==> config.mk <==
export PLATFORM = sky130hd
export DESIGN_NAME = tpc_fifo
export DESIGN_NICKNAME = d
export VERILOG_FILES = /design/src/tpc_fifo.sv
export VERILOG_INCLUDE_DIRS = /design/src /design/src/src
export SDC_FILE = /design/constraint.sdc
export NUM_CORES = 1
export LEC_CHECK = 0
export BUFFER_PORTS_ARGS = -buffer_cell sky130_fd_sc_hd__clkbuf_2
export CAP_MARGIN = 20
export CORE_UTILIZATION = 58
export CTS_BUF_LIST = sky130_fd_sc_hd__clkbuf_4
export DETAILED_ROUTE_END_ITERATION = 12
export GPL_TIMING_DRIVEN = 0
export PLACE_DENSITY = 0.8
export RECOVER_POWER = 25
export SLEW_MARGIN = 10
export SYNTH_ARGS = -nofsm -noshare
export SYNTH_HDL_FRONTEND = slang
export SYNTH_SLANG_ARGS = --single-unit
==> constraint.sdc <==
create_clock -name clk -period 2.2 [get_ports clk]
set_input_delay 0.66 -clock clk [delete_from_list [all_inputs] [get_ports clk]]
set_output_delay 0.66 -clock clk [all_outputs]
set_load 0.05 [all_outputs]
==> src/temp_pressure_compensation_defines.svh <==
`ifndef TEMP_PRESSURE_COMPENSATION_DEFINES_SVH
`define TEMP_PRESSURE_COMPENSATION_DEFINES_SVH

// same-cycle implication on clk, quiet while arst_n is low
`define TPC_ASSERT_NOW(lbl, ante, cons, msg) \
	lbl: assert property (@(posedge clk) disable iff (!arst_n) (ante) |-> (cons)) \
		else $error(msg);

// next-cycle implication on clk, quiet while arst_n is low
`define TPC_ASSERT_NEXT(lbl, ante, cons, msg) \
	lbl: assert property (@(posedge clk) disable iff (!arst_n) (ante) |=> (cons)) \
		else $error(msg);

`endif

==> src/tpc_fifo.sv <==
`include "temp_pressure_compensation_defines.svh"

module tpc_fifo #(
	parameter int W     = 8,
	parameter int DEPTH = 4
) (
	input  logic         clk,
	input  logic         arst_n,
	input  logic         push,
	input  logic [W-1:0] wdata,
	output logic         full,
	input  logic         pop,
	output logic [W-1:0] rdata,
	output logic         empty
);

	// the user must set depth to a power of two, which the block does not enforce; pointers then wrap naturally
	localparam int AW = $clog2(DEPTH);

	logic [W-1:0]  mem [0:DEPTH-1];
	logic [AW-1:0] wr_q;
	logic [AW-1:0] rd_q;
	logic [AW:0]   cnt_q;
	logic          do_push;
	logic          do_pop;

	assign full    = (cnt_q == (AW+1)'(DEPTH));
	assign empty   = (cnt_q == '0);
	assign do_push = push && !full;
	assign do_pop  = pop && !empty;
	assign rdata   = mem[rd_q];

	// pointers and fill count
	always_ff @(posedge clk or negedge arst_n) begin
		if (!arst_n) begin
			wr_q  <= '0;
			rd_q  <= '0;
			cnt_q <= '0;
		end else begin
			if (do_push)
				wr_q <= wr_q + AW'(1);
			if (do_pop)
				rd_q <= rd_q + AW'(1);
			if (do_push && !do_pop)
				cnt_q <= cnt_q + (AW+1)'(1);
			else if (do_pop && !do_push)
				cnt_q <= cnt_q - (AW+1)'(1);
		end
	end

	// storage
	always_ff @(posedge clk) begin
		if (do_push)
			mem[wr_q] <= wdata;
	end

	`TPC_ASSERT_NOW(a_push_room, push, !full, "item pushed into a full queue")
	`TPC_ASSERT_NOW(a_cnt_bound, 1'b1, cnt_q <= (AW+1)'(DEPTH), "queue count beyond depth")
	`TPC_ASSERT_NEXT(a_push_shows, push && !pop, !empty, "pushed item not visible")

endmodule

==> reports/results.tsv <==
stage	metric	value	unit
synthesis	synth_nets	95	
synthesis	synth_xor_area_share	3.31	%
timing	hold_viol_final	0	
cts	cts.sinks	39	
timing	slew-limit-headroom	70.9	%
global_routing	grtUsageTotal	20.5	%
synthesis	synth_enable_flop_cells	32	
run_status	violations	negative setup slack	
synthesis	yosys_warnings	0	
synthesis	syn_inst	77	
power	power_density	1540	mW/mm^2
timing	final.setup.tns	-0.256	ns
cts	tritoncts	built	
cts	cts-root-buf	clkbuf_4	
drt	routedWlPerCell	17.1	um
power	switchingPower	1.14	mW
cts	cts_max_path_buffers	2	
setup_path	crit_required	1.54	ns
finish	fin_nets	123	
synthesis	avgSynthCellArea	20.6	sq um
timing	clock_skew	0.0124	ns
placement	place.gp.congestion	0.657	
setup_path	critical_path_class	register to output pin	
drt	vias	743	
cts	clkSlewWorstSetupHoldPaths	0.11	ns
global_routing	grt_pass1_wl	3740	um
synthesis	synth_top_family_by_area	multiplexers	
timing	rsz0062_at_grt	yes	
die	initial_core_util	63.0	%
drt	ant_nets	0	
cts	cts_hold_buf	0	
timing	hold_ws	0.201	ns
timing	tightest_slew	0.437	ns
finish	postLayoutCellArea	0.00190	sq mm
global_routing	overflow	0	
finish	utilization	75.2	%
finish	final_cell_mix	32 x edfxtp_1, 9 x buf_8, 8 x mux4_2, 8 x clkbuf_2	
drt	wirelength	2320	um
finish	drive_above_1_share	43.4	%
die	std_cell_rows	18	
setup_path	critical_path.startpoint_type	register	
cts	cts_inserted_buffers	5	
global_routing	grt_max_degree	13	
worst_hold_path	hp-class	primary input to async pin	
power	clockPowerShare	11.4	%
placement	placed_cell_area	0.00176	sq mm
drt	drc	0	
synthesis	ys.flop_type	edfxtp_1	
power	combPwrFrac	49.0	%
cts	worstSkewPairLatency	0.34	ns
synthesis	synth.cell_area	0.00159	sq mm
setup_path	cp_max_fo	9	
synthesis	synth_mux_area_share	13.0	%
timing	finalWorstSetupSlack	-0.0515	ns
die	core_area	0.00252	sq mm
power	seq_power_share	39.6	%
timing	setup_viol	8	
power	p_leak	0.692	nW
drt	drtIter0Drc	15	
timing	period_share	102	%
synthesis	synth_adder_area_share	5.20	%
placement	dpl.hpwl	1600	um
synthesis	ys_ff_latch	39	
global_routing	antenna_found_initial	0	
die	num_io_pins	22	
global_routing	grt_pass1_vias	802	
power	switching_share	38.9	%
finish	final_common_cell	edfxtp_1	
synthesis	yosys.area_share.simple	5.04	%
power	internal_power	1.78	mW
die	die_w	54.3	um
synthesis	synth_compound_area_share	0	%
run_status	status	complete, but fails checks	
timing	period_minus_slack	2.25	ns
timing	slew_violations	0	
synthesis	ys_seq_area_share	71.5	%
placement	portBuffers	21	
run	cap_violations	0	
power	peakVddDrop	1.19	mV
drt	dr.pass1.iters	3	
setup_path	endpoint_kind	output pin	
timing	fmax	0.444	GHz
drt	via_per_inst	5.46	
cts	ctsHtreeMaxLevel	2	
die	die_height	54.3	um
finish	diodes	0	
synthesis	ys_types	20	
die	fp.dieArea	0.00295	sq mm
finish	area_growth	19.4	%
synthesis	async_flop_share	17.9	%
setup_path	cp.arrival	1.59	ns
-- area by class of cell --
| cell class | instances | area [sq um] |
|---|---|---|
| fill | 158 | 624 |
| clock buffer | 5 | 37.5 |
| multi-input combinational | 32 | 445 |
| inverter | 3 | 11.3 |
| clock inverter | 3 | 15.0 |
| buffer | 2 | 26.3 |
| sequential | 39 | 1140 |
| timing repair buffer | 22 | 186 |
| tap | 30 | 37.5 |
-- through the flow --
stage	power, mW	std cells	setup slack, ns
after floorplan	2.09	77	0.0141
after global placement	2.29	128	0.123
after detailed placement	2.35	128	0.0879
after CTS	2.87	136	-0.0834
after global routing	3.07	136	-0.118
final	2.92	136	-0.0515
-- registers in the layout, summed over array words and instances, names as in the netlist --
| signal | flops |
|---|---|
| wr_q | 2 |
| cnt_q | 3 |
| rd_q | 2 |
| mem | 32 |
-- power by group through the flow --
| stage | Combinational [mW] | Clock, mW | Sequential (mW) |
|---|---|---|---|
| after floorplan | 0.988 | 0 | 1.10 |
| after global placement | 1.18 | 0 | 1.12 |
| after detailed placement | 1.21 | 0 | 1.13 |
| after CTS | 1.37 | 0.342 | 1.16 |
| after global routing | 1.53 | 0.370 | 1.18 |
| final | 1.43 | 0.333 | 1.15 |
-- per-layer routing --
layer  vias up  GRT usage (%)  share of wire, %
met5         -              0                 0
met4         0           13.2               2.8
met3         7           7.78               4.8
met2        20           30.5                50
met1       367           25.2                42
li1        349              -                 -
-- logic make-up (layout without fill, tap and decap cells) --
kind of cell / after synthesis / count (layout)
adder cells (fa/ha/maj): 6 / 6
flip-flops: 39 / 39
multiplexers: 10 / 10
buffers and inverters: 6 / 35
AND/OR/NAND/NOR: 10 / 10
XOR/XNOR: 6 / 6
-- Yosys cell counts (2+ instances only) --
cell type	n	area share (%)
edfxtp_1	32	60
mux4_2	8	11
dfrtp_1	7	11
ha_1	5	3.9
and2_2	4	1.9
xnor2_1	4	2.2
inv_1	3	0.71
xor2_1	2	1.1
-- repair_timing --
action                                  4_1_cts  5_1_grt
setup buffers                                 1        0
endpoints found under the setup margin        8        8
gates cloned                                  0        0
gates resized for setup                      19        8
hold endpoints to repair                      0        0
-- critical path: stages (launching register included) --
cell and delay, ns:
dfrtp_1 0.37, buf_8 0.16, mux4_2 0.55, buf_8 0.17
-- worst paths after layout --
check	start	end	cells past startpoint	slack [ns]
worst max-delay path	rd_q[0]	rdata[3]	3	-0.05
worst min-delay path	arst_n	cnt_q[2]	1	0.20
worst max register to register	cnt_q[1]	cnt_q[2]	8	0.25
worst min register to register	cnt_q[2]	cnt_q[2]	1	0.56
max in group asynchronous	arst_n	cnt_q[1]	1	1.68
min in group clk	wdata[7]	mem[0][7]	1	0.55
No activity file was read; power rests on OpenSTA's default activity.
